### config.mk
export PLATFORM = sky130hd
export DESIGN_NAME = rc_channel_control_decoder_unit_flat
export DESIGN_NICKNAME = d
export VERILOG_FILES = /design/src/hdl/ccd_pkg.sv /design/src/hdl/ccd_intf.sv /design/src/hdl/rc_channel_control_decoder_unit.sv /design/src/flat_wrapper.sv
export SDC_FILE = /design/constraint.sdc
export NUM_CORES = 1
export LEC_CHECK = 0
export BUFFER_PORTS_ARGS = -buffer_cell sky130_fd_sc_hd__buf_2
export CORE_ASPECT_RATIO = 0.6
export CORE_MARGIN = 2
export CORE_UTILIZATION = 44
export CTS_BUF_LIST = sky130_fd_sc_hd__clkbuf_8
export CTS_CLUSTER_DIAMETER = 30
export DETAILED_ROUTE_END_ITERATION = 12
export PLACE_DENSITY = 0.6
export SLEW_MARGIN = 10
export SYNTH_ARGS = -nofsm -noshare
export SYNTH_HDL_FRONTEND = slang
export SYNTH_SLANG_ARGS = --single-unit
### constraint.sdc
create_clock -name i_clk -period 10 [get_ports i_clk]
set_input_delay 2 -clock i_clk [delete_from_list [all_inputs] [get_ports i_clk]]
set_output_delay 2 -clock i_clk [all_outputs]
set_load 0.1 [all_outputs]
### src/hdl/ccd_pkg.sv
package ccd_pkg;

    localparam int CHANNELS   = 16;
    localparam int N_CTRL     = 11;
    localparam int N_SW       = 6;
    localparam int MAP_W      = 5;
    localparam int CH_W       = 4;
    localparam int RAW_W      = 11;
    localparam int LVL_W      = 11;
    localparam int MODE_W     = 2;
    localparam int CFG_IDX_W  = 2;
    localparam int CFG_DATA_W = N_CTRL * MAP_W;
    localparam int INV_W      = 2;

    typedef logic signed [LVL_W-1:0] t_level;
    typedef logic [MODE_W-1:0]       t_mode;
    typedef logic [CFG_IDX_W-1:0]    t_cfg_idx;

    // register indexes
    localparam t_cfg_idx REG_CHANNEL_MAP = 2'd0;
    localparam t_cfg_idx REG_INVERT      = 2'd1;
    localparam t_cfg_idx REG_ON_ABOVE    = 2'd2;
    localparam t_cfg_idx REG_OFF_BELOW   = 2'd3;

    // control order within the channel map
    localparam int CTRL_STEER    = 0;
    localparam int CTRL_THROTTLE = 1;
    localparam int CTRL_PAN      = 2;
    localparam int CTRL_TILT     = 3;
    localparam int CTRL_ARM      = 4;
    localparam int CTRL_DRS      = 5;
    localparam int CTRL_BOOST    = 6;
    localparam int CTRL_OVERTAKE = 7;
    localparam int CTRL_MODE     = 8;
    localparam int CTRL_GEAR_UP  = 9;
    localparam int CTRL_GEAR_DN  = 10;

    // switch bits
    localparam int SW_ARM      = 0;
    localparam int SW_DRS      = 1;
    localparam int SW_BOOST    = 2;
    localparam int SW_OVERTAKE = 3;
    localparam int SW_GEAR_UP  = 4;
    localparam int SW_GEAR_DN  = 5;

    localparam int SW_CTRL [N_SW] = '{CTRL_ARM, CTRL_DRS, CTRL_BOOST, CTRL_OVERTAKE,
                                      CTRL_GEAR_UP, CTRL_GEAR_DN};

    localparam t_mode MODE_LOW  = 2'd0;
    localparam t_mode MODE_MID  = 2'd1;
    localparam t_mode MODE_HIGH = 2'd2;

    localparam t_level MODE_LOW_LIM  = -11'sd333;
    localparam t_level MODE_HIGH_LIM = 11'sd333;

    // scaling: centre 992, spans of 819 (upper) and 820 (lower) raw counts per 1000
    localparam int RAW_CENTRE  = 992;
    localparam int FULL_SCALE  = 1000;
    localparam int RECIP_SHIFT = 20;
    localparam int RECIP_W     = 21;
    localparam logic [RECIP_W-1:0] RECIP_UPPER =
        RECIP_W'((FULL_SCALE * (64'd1 << RECIP_SHIFT) + 818) / 819);
    localparam logic [RECIP_W-1:0] RECIP_LOWER =
        RECIP_W'((FULL_SCALE * (64'd1 << RECIP_SHIFT) + 819) / 820);

    localparam logic [CFG_DATA_W-1:0] MAP_RESET     = '1;
    localparam t_level                ON_RESET      = 11'sd500;
    localparam t_level                OFF_RESET     = -11'sd500;

endpackage

### src/hdl/ccd_intf.sv
interface ccd_sample_if;
    import ccd_pkg::*;

    logic                valid;
    logic                ready;
    logic [CH_W-1:0]     channel_number;
    logic [RAW_W-1:0]    raw_value;
    logic                frame_end;

    modport source (output valid, channel_number, raw_value, frame_end, input ready);
    modport sink   (input valid, channel_number, raw_value, frame_end, output ready);
endinterface

interface ccd_result_if;
    import ccd_pkg::*;

    logic   valid;
    logic   ready;
    t_level steering;
    t_level throttle;
    t_level pan;
    t_level tilt;
    logic   arm_on;
    logic   drs_on;
    logic   boost_on;
    logic   overtake_on;
    t_mode  drive_mode;
    logic   gear_up_pulse;
    logic   gear_down_pulse;

    modport source (output valid, steering, throttle, pan, tilt, arm_on, drs_on, boost_on,
                    overtake_on, drive_mode, gear_up_pulse, gear_down_pulse, input ready);
    modport sink   (input valid, steering, throttle, pan, tilt, arm_on, drs_on, boost_on,
                    overtake_on, drive_mode, gear_up_pulse, gear_down_pulse, output ready);
endinterface

interface ccd_cfg_if;
    import ccd_pkg::*;

    logic                  valid;
    logic                  ready;
    t_cfg_idx              index;
    logic [CFG_DATA_W-1:0] data;

    modport source (output valid, index, data, input ready);
    modport sink   (input valid, index, data, output ready);
endinterface

### src/hdl/rc_channel_control_decoder_unit.sv
// channel    | dir | contents
// i_sample   | in  | channel_number, raw_value, frame_end
// o_result   | out | four axes, four switches, drive_mode, two gear pulses
// i_cfg      | in  | register index, write data (always ready)
//
// One sample per cycle unless a stalled result backs up the pipe. Stage one scales the
// raw value (one 11x21 multiply), stage two captures levels and, on frame end, loads
// the result register, which an accepted frame-end request reaches through stages one and two.
// Synchronous active-low reset: controls unmapped, no levels captured, switches off.
// A stalled result holds the next frame-end request in stage two; requests behind it back up.
module rc_channel_control_decoder_unit (
    input  logic            i_clk,
    input  logic            i_rst_n,
    ccd_sample_if.sink      i_sample,
    ccd_result_if.source    o_result,
    ccd_cfg_if.sink         i_cfg
);
    import ccd_pkg::*;

    // configuration
    logic [CFG_DATA_W-1:0] r_channel_map;
    logic [INV_W-1:0]      r_invert;
    t_level                r_on_above;
    t_level                r_off_below;

    // stage A: accepted request
    logic                  r_a_valid;
    logic [CH_W-1:0]       r_a_ch;
    logic [RAW_W-1:0]      r_a_raw;
    logic                  r_a_fe;

    // stage B: scaled level
    logic                  r_b_valid;
    logic [CH_W-1:0]       r_b_ch;
    t_level                r_b_lvl;
    logic                  r_b_fe;

    // control state
    t_level                r_cap [N_CTRL];
    logic [N_CTRL-1:0]     r_cap_valid;
    logic [N_SW-1:0]       r_sw;
    logic                  r_first;

    // result register
    logic                  r_out_valid;
    t_level                r_steer, r_throttle, r_pan, r_tilt;
    logic [SW_OVERTAKE:0]  r_out_sw;
    t_mode                 r_mode;
    logic                  r_up_pulse, r_dn_pulse;

    logic out_free, b_fire, b_en, a_fire, a_en;

    assign out_free = !r_out_valid || o_result.ready;
    assign b_fire   = r_b_valid && (!r_b_fe || out_free);
    assign b_en     = !r_b_valid || b_fire;
    assign a_fire   = r_a_valid && b_en;
    assign a_en     = !r_a_valid || a_fire;

    assign i_sample.ready = a_en;
    assign i_cfg.ready    = 1'b1;

    // ---------------- scaling ----------------
    logic signed [RAW_W:0] centred;
    logic                  neg;
    logic [RAW_W-1:0]      mag_in;
    logic [31:0]           prod;
    logic [31-RECIP_SHIFT:0] quot;
    logic [LVL_W-1:0]      mag;
    t_level                a_lvl;

    always_comb begin
        centred = $signed({1'b0, r_a_raw}) - (RAW_W+1)'(RAW_CENTRE);
        neg     = centred[RAW_W];
        mag_in  = neg ? RAW_W'(-centred) : RAW_W'(centred);
        prod    = 32'(mag_in) * 32'(neg ? RECIP_LOWER : RECIP_UPPER);
        quot    = prod[31:RECIP_SHIFT];
        mag     = (quot > (32-RECIP_SHIFT)'(FULL_SCALE)) ? LVL_W'(FULL_SCALE) : LVL_W'(quot);
        a_lvl   = neg ? t_level'(-$signed(mag)) : t_level'(mag);
    end

    // ---------------- capture and decode ----------------
    logic [N_CTRL-1:0] hit, map_ok, cap_v, pres;
    t_level            cap_lvl [N_CTRL];
    t_level            use_lvl [N_CTRL];
    logic [N_SW-1:0]   n_sw;
    logic              ch_ok;
    t_level            sv;
    t_mode             n_mode;
    t_level            n_steer, n_throttle;

    always_comb begin
        ch_ok = {1'b0, r_b_ch} < (CH_W+1)'(CHANNELS);
        for (int k = 0; k < N_CTRL; k++) begin
            map_ok[k]  = r_channel_map[MAP_W*k +: MAP_W] < MAP_W'(CHANNELS);
            hit[k]     = ch_ok && (r_channel_map[MAP_W*k +: MAP_W] == MAP_W'(r_b_ch));
            cap_lvl[k] = hit[k] ? r_b_lvl : r_cap[k];
            cap_v[k]   = r_cap_valid[k] || hit[k];
            pres[k]    = map_ok[k] && cap_v[k];
            use_lvl[k] = pres[k] ? cap_lvl[k] : '0;
        end

        for (int s = 0; s < N_SW; s++) begin
            sv = use_lvl[SW_CTRL[s]];
            if (!pres[SW_CTRL[s]]) begin
                n_sw[s] = 1'b0;
            end else if (!r_first || sv > r_on_above) begin
                n_sw[s] = sv > r_on_above;
            end else if (sv < r_off_below) begin
                n_sw[s] = 1'b0;
            end else begin
                n_sw[s] = r_sw[s];
            end
        end

        if (!pres[CTRL_MODE]) begin
            n_mode = MODE_MID;
        end else if (use_lvl[CTRL_MODE] < MODE_LOW_LIM) begin
            n_mode = MODE_LOW;
        end else if (use_lvl[CTRL_MODE] > MODE_HIGH_LIM) begin
            n_mode = MODE_HIGH;
        end else begin
            n_mode = MODE_MID;
        end

        n_steer    = r_invert[0] ? -use_lvl[CTRL_STEER] : use_lvl[CTRL_STEER];
        n_throttle = r_invert[1] ? -use_lvl[CTRL_THROTTLE] : use_lvl[CTRL_THROTTLE];
    end

    always_ff @(posedge i_clk) begin
        if (!i_rst_n) begin
            r_channel_map <= MAP_RESET;
            r_invert      <= '0;
            r_on_above    <= ON_RESET;
            r_off_below   <= OFF_RESET;
            r_a_valid     <= 1'b0;
            r_b_valid     <= 1'b0;
            r_cap_valid   <= '0;
            r_sw          <= '0;
            r_first       <= 1'b0;
            r_out_valid   <= 1'b0;
            for (int k = 0; k < N_CTRL; k++) begin
                r_cap[k] <= '0;
            end
        end else begin
            if (i_cfg.valid) begin
                case (i_cfg.index)
                    REG_CHANNEL_MAP: r_channel_map <= i_cfg.data;
                    REG_INVERT:      r_invert      <= i_cfg.data[INV_W-1:0];
                    REG_ON_ABOVE:    r_on_above    <= t_level'(i_cfg.data[LVL_W-1:0]);
                    REG_OFF_BELOW:   r_off_below   <= t_level'(i_cfg.data[LVL_W-1:0]);
                    default: ;
                endcase
            end

            if (a_en) begin
                r_a_valid <= i_sample.valid;
            end
            if (b_en) begin
                r_b_valid <= a_fire;
            end

            if (b_fire) begin
                if (r_b_fe) begin
                    for (int k = 0; k < N_CTRL; k++) begin
                        r_cap[k] <= use_lvl[k];
                    end
                    r_cap_valid <= '0;
                    r_sw        <= n_sw;
                    r_first     <= 1'b1;
                end else begin
                    for (int k = 0; k < N_CTRL; k++) begin
                        r_cap[k] <= cap_lvl[k];
                    end
                    r_cap_valid <= cap_v;
                end
            end

            if (b_fire && r_b_fe) begin
                r_out_valid <= 1'b1;
            end else if (o_result.ready) begin
                r_out_valid <= 1'b0;
            end
        end
    end

    // payload registers
    always_ff @(posedge i_clk) begin
        if (a_en) begin
            r_a_ch  <= i_sample.channel_number;
            r_a_raw <= i_sample.raw_value;
            r_a_fe  <= i_sample.frame_end;
        end
        if (b_en) begin
            r_b_ch  <= r_a_ch;
            r_b_lvl <= a_lvl;
            r_b_fe  <= r_a_fe;
        end
        if (b_fire && r_b_fe) begin
            r_steer    <= n_steer;
            r_throttle <= n_throttle;
            r_pan      <= use_lvl[CTRL_PAN];
            r_tilt     <= use_lvl[CTRL_TILT];
            r_out_sw   <= n_sw[SW_OVERTAKE:0];
            r_mode     <= n_mode;
            r_up_pulse <= r_first && n_sw[SW_GEAR_UP] && !r_sw[SW_GEAR_UP];
            r_dn_pulse <= r_first && n_sw[SW_GEAR_DN] && !r_sw[SW_GEAR_DN];
        end
    end

    assign o_result.valid           = r_out_valid;
    assign o_result.steering        = r_steer;
    assign o_result.throttle        = r_throttle;
    assign o_result.pan             = r_pan;
    assign o_result.tilt            = r_tilt;
    assign o_result.arm_on          = r_out_sw[SW_ARM];
    assign o_result.drs_on          = r_out_sw[SW_DRS];
    assign o_result.boost_on        = r_out_sw[SW_BOOST];
    assign o_result.overtake_on     = r_out_sw[SW_OVERTAKE];
    assign o_result.drive_mode      = r_mode;
    assign o_result.gear_up_pulse   = r_up_pulse;
    assign o_result.gear_down_pulse = r_dn_pulse;

    // frame end empties the capture set
    a_frame_clears: assert property (@(posedge i_clk) disable iff (!i_rst_n)
        b_fire && r_b_fe |=> r_cap_valid == '0)
        else $error("capture set not cleared after frame end");

    // no gear pulse on the first frame
    a_first_no_pulse: assert property (@(posedge i_clk) disable iff (!i_rst_n)
        b_fire && r_b_fe && !r_first |=> !r_up_pulse && !r_dn_pulse)
        else $error("gear pulse on first frame");

    // a waiting result is never overwritten
    a_no_overwrite: assert property (@(posedge i_clk) disable iff (!i_rst_n)
        r_out_valid && !o_result.ready && b_fire |-> !r_b_fe)
        else $error("result overwritten while stalled");

    // scaled level stays in range
    a_level_range: assert property (@(posedge i_clk) disable iff (!i_rst_n)
        r_b_valid |-> r_b_lvl <= 11'sd1000 && r_b_lvl >= -11'sd1000)
        else $error("scaled level out of range");

    a_mode_code: assert property (@(posedge i_clk) disable iff (!i_rst_n)
        r_out_valid |-> r_mode == MODE_LOW || r_mode == MODE_MID || r_mode == MODE_HIGH)
        else $error("bad drive mode code");

endmodule

### src/flat_wrapper.sv
// flat-port wrapper written by rule: the top's interface ports become plain ports
module rc_channel_control_decoder_unit_flat import ccd_pkg::*;
  (i_clk, i_rst_n, i_sample_valid, i_sample_channel_number, i_sample_raw_value, i_sample_frame_end, i_sample_ready, o_result_valid, o_result_steering, o_result_throttle, o_result_pan, o_result_tilt, o_result_arm_on, o_result_drs_on, o_result_boost_on, o_result_overtake_on, o_result_drive_mode, o_result_gear_up_pulse, o_result_gear_down_pulse, o_result_ready, i_cfg_valid, i_cfg_index, i_cfg_data, i_cfg_ready);
  ccd_sample_if i_sample_i ();
  ccd_result_if o_result_i ();
  ccd_cfg_if i_cfg_i ();
  input  logic i_clk;
  input  logic i_rst_n;
  input wire logic [$bits(i_sample_i.valid)-1:0] i_sample_valid;
  input wire logic [$bits(i_sample_i.channel_number)-1:0] i_sample_channel_number;
  input wire logic [$bits(i_sample_i.raw_value)-1:0] i_sample_raw_value;
  input wire logic [$bits(i_sample_i.frame_end)-1:0] i_sample_frame_end;
  output wire logic [$bits(i_sample_i.ready)-1:0] i_sample_ready;
  output wire logic [$bits(o_result_i.valid)-1:0] o_result_valid;
  output wire logic [$bits(o_result_i.steering)-1:0] o_result_steering;
  output wire logic [$bits(o_result_i.throttle)-1:0] o_result_throttle;
  output wire logic [$bits(o_result_i.pan)-1:0] o_result_pan;
  output wire logic [$bits(o_result_i.tilt)-1:0] o_result_tilt;
  output wire logic [$bits(o_result_i.arm_on)-1:0] o_result_arm_on;
  output wire logic [$bits(o_result_i.drs_on)-1:0] o_result_drs_on;
  output wire logic [$bits(o_result_i.boost_on)-1:0] o_result_boost_on;
  output wire logic [$bits(o_result_i.overtake_on)-1:0] o_result_overtake_on;
  output wire logic [$bits(o_result_i.drive_mode)-1:0] o_result_drive_mode;
  output wire logic [$bits(o_result_i.gear_up_pulse)-1:0] o_result_gear_up_pulse;
  output wire logic [$bits(o_result_i.gear_down_pulse)-1:0] o_result_gear_down_pulse;
  input wire logic [$bits(o_result_i.ready)-1:0] o_result_ready;
  input wire logic [$bits(i_cfg_i.valid)-1:0] i_cfg_valid;
  input wire logic [$bits(i_cfg_i.index)-1:0] i_cfg_index;
  input wire logic [$bits(i_cfg_i.data)-1:0] i_cfg_data;
  output wire logic [$bits(i_cfg_i.ready)-1:0] i_cfg_ready;
  assign i_sample_i.valid = i_sample_valid;
  assign i_sample_i.channel_number = i_sample_channel_number;
  assign i_sample_i.raw_value = i_sample_raw_value;
  assign i_sample_i.frame_end = i_sample_frame_end;
  assign i_sample_ready = i_sample_i.ready;
  assign o_result_valid = o_result_i.valid;
  assign o_result_steering = o_result_i.steering;
  assign o_result_throttle = o_result_i.throttle;
  assign o_result_pan = o_result_i.pan;
  assign o_result_tilt = o_result_i.tilt;
  assign o_result_arm_on = o_result_i.arm_on;
  assign o_result_drs_on = o_result_i.drs_on;
  assign o_result_boost_on = o_result_i.boost_on;
  assign o_result_overtake_on = o_result_i.overtake_on;
  assign o_result_drive_mode = o_result_i.drive_mode;
  assign o_result_gear_up_pulse = o_result_i.gear_up_pulse;
  assign o_result_gear_down_pulse = o_result_i.gear_down_pulse;
  assign o_result_i.ready = o_result_ready;
  assign i_cfg_i.valid = i_cfg_valid;
  assign i_cfg_i.index = i_cfg_index;
  assign i_cfg_i.data = i_cfg_data;
  assign i_cfg_ready = i_cfg_i.ready;
  rc_channel_control_decoder_unit u_core (.i_clk(i_clk), .i_rst_n(i_rst_n), .i_sample(i_sample_i), .o_result(o_result_i), .i_cfg(i_cfg_i));
endmodule
==> qor.txt <==
status: finished, final reports clean
Post-Place Worst Slack: 0.872 ns
port bufs: 131
most common cell in the netlist: nand2_1
CP peak stage delay: 0.62 ns
Chip Width: 292 um
clk_lat worst skew: 0.66 ns
Syn Area/Cell: 9.24 um2
Post-synth top cells: 350 x nand2_1, 245 x ha_1, 222 x nor2_1
Pwr Total: 6240 uW
Seq cells post-synth: 305
Setup crit start kind: register
ratio of cells with drive above 1 in the final layout: 11.2%
fillers: 4674
full die area: 51500 um2
Yosys top cell by area: edfxtp_1
Post-synth EDFFs: 205
vias in the first global route: 17394
grt total ovfl: 0
Synth Cell Area: 21800 um2
Worst slew margin: 23.4%
first-pass GRT wire length: 107000 um
hold crit path type: reg -> reg
TNS Setup: 0 ns
top_reg_cell synth: edfxtp_1
clock buffer depth: 3
H-tree depth: 2
clk root buf: clkbuf_8
# rows: 63
initial antenna violation count: 3
clock slew at reported path FFs: 0.06 ns
Hold Crit Endpoint: u_core.r_b_fe
CTS Sinks: 305
CTS tree: built
FMAX: 0.108 GHz
power per cell area: 256 nW/um2
overall routed net length: 71300 um
largest net degree at the start of global routing: 84
Worst EP arrival: 9.64 ns
clk_skew: 0.0237 ns
Slowest cell on crit path: edfxtp_1
DR vias: 18192
Crit path required time: 10.35 ns
Netlist cell types: 77
total track usage: 27.5%
Post-CTS Setup Inserts: 0
leakage: 0.0108 uW
Final Worst Setup Slack: 0.709 ns
yosys warns: 0
Core Footprint: 49200 um2
DRC violations left: 0
# IOs: 133
area grow syn2layout: 11.7%
HP Start: u_core.r_a_fe
# hold bufs at CTS: 0
sequential cell area fraction in the yosys report: 37.4%
Routed Antenna Nets: 0
flop2flop setup slack: 0.71 ns
max_cap viols: 0
Nets: 2857
CTS buffer count: 61
kind of end point of the critical path: register
ys async rst share: 0%
DR vias/cell: 5.73
GP Congestion: 1.03
worst r2r path cells: 28
actual slew at the worst max-slew pin: 1.15 ns
Area contributors post-synth: edfxtp_1 28%, ha_1 14%, dfxtp_1 9.2%
WHS Path Cells: 0
Initial Utilization: 44.4%
count of pins over their slew limit: 0
WL/cell: 22.5 um
Die H: 177 um
Crit Reg-Reg Endpoint: u_core.r_b_lvl[4]
Worst Path Max Fanout: 10
cts repair resizes: 0
Final min period: 9.29 ns
peak supply drop: 234 uV
Final Hold Fails: 0
Pre-antenna DRT Iters: 5
HPWL Detailed: 52100 um
WS Path Type: reg -> reg
Yosys top cell area share: 28.2%
RSZ-0062 raised after global routing: no
final setup vio count: 0
1st-iter DRT viols: 1900
r2r startpoint: u_core.r_a_raw[0]
final critical-path share of the clock period: 92.9%
Mapped Cells: 2364
## registers in the layout (all words and copies together), names as in the netlist, 2 cells and up
register / flops
u_core.r_cap: 121
u_core.r_a_raw: 11
u_core.r_on_above: 11
u_core.r_off_below: 11
u_core.o_result.pan: 11
u_core.o_result.drive_mode: 2
u_core.r_channel_map: 55
u_core.r_out_sw: 4
u_core.o_result.steering: 11
u_core.o_result.tilt: 11
u_core.r_cap_valid: 11
u_core.r_invert: 2
u_core.r_sw: 6
u_core.r_a_ch: 4
u_core.o_result.throttle: 11
u_core.r_b_lvl: 11
u_core.r_b_ch: 4
## through the flow
stage	utilization [%]	cells	instance area (um2)	hold WS, ns
floorplan	-	2365	21800	0.400
global placement	46.9	3058	23100	0.403
detailed placement	46.9	3058	23100	0.413
CTS	49.6	3173	24400	0.422
global route	49.6	3173	24400	0.429
finish	49.6	3174	24400	0.425
## where the power goes
group,switching [uW],internal (uW)
registers,164,1450
logic,2080,1140
clock network,622,780
total,2870,3370
## how the worst max path moves through the flow
stage	endpoint	from	slack, ns	cells after the start
after floorplan	u_core.r_b_lvl[4]	u_core.r_a_raw[0]	2.24	29
after global placement	u_core.r_b_lvl[4]	u_core.r_a_raw[0]	1.26	28
after detailed placement	u_core.r_b_lvl[4]	u_core.r_a_raw[0]	0.87	28
after CTS	u_core.r_b_lvl[4]	u_core.r_a_raw[0]	0.84	28
after global routing	u_core.r_b_lvl[4]	u_core.r_a_raw[0]	0.05	28
final	u_core.r_b_lvl[4]	u_core.r_a_raw[0]	0.71	28
## cell families (layout without fill, tap and decap cells)
| kind of cell | count (synthesis) | after routing | synth area share, % |
|---|---|---|---|
| buffers and inverters | 299 | 457 | 5.21 |
| muxes | 91 | 91 | 4.19 |
| DFF | 305 | 305 | 37.4 |
| adders and majority gates | 308 | 308 | 19.8 |
| AOI/OAI and AO/OA | 426 | 426 | 12.7 |
| other | 2 | 4 | 0.0344 |
| xor gates and xnor gates | 81 | 81 | 3.25 |
| and+or+nand+nor | 852 | 852 | 17.5 |
## cell type report
cell class	count	area [um2]	area share, %
antenna	1	2.50	0.0103
clock buffer	63	867	3.55
clock inverter	52	462	1.89
inverter	189	709	2.91
multi-input combinational	1761	12600	51.5
sequential	305	8160	33.4
tap	650	813	3.33
timing repair buffer	153	823	3.37
## metal layers
layer	global-route usage [%]	vias to the layer above	share of wire [%]
met4	6.72	0	2.0
met2	36.9	794	38
met3	9.47	86	11
met5	0.938	-	0
met1	41.5	8832	49
li1	-	8480	-
## cells in the final DEF (no fill, tap or decap), drive strengths merged, types with 13 or more instances in the layout
master / instances
nand4: 36
xnor2: 51
or2: 16
nand3: 96
ha: 245
mux2i: 87
o21ai: 70
buf: 153
inv: 200
a21o: 42
o21a: 25
clkinv: 30
nand2: 350
fa: 63
edfxtp: 205
nor3: 27
a21boi: 19
nor2: 222
a21oi: 154
xor2: 30
a211oi: 13
o211ai: 24
nand2b: 17
nor2b: 32
dfxtp: 100
clkbuf: 63
## worst max-delay path, delay by kind of cell (launching register included)
family | cells | cell delay (ns)
fa+ha+maj | 8 | 3.22
simple gates | 8 | 1.93
flops | 1 | 0.62
xor+xnor | 2 | 0.75
buf+inv | 4 | 0.55
compound gates | 6 | 1.93
Note: power is estimated with default switching activity, not from simulation.
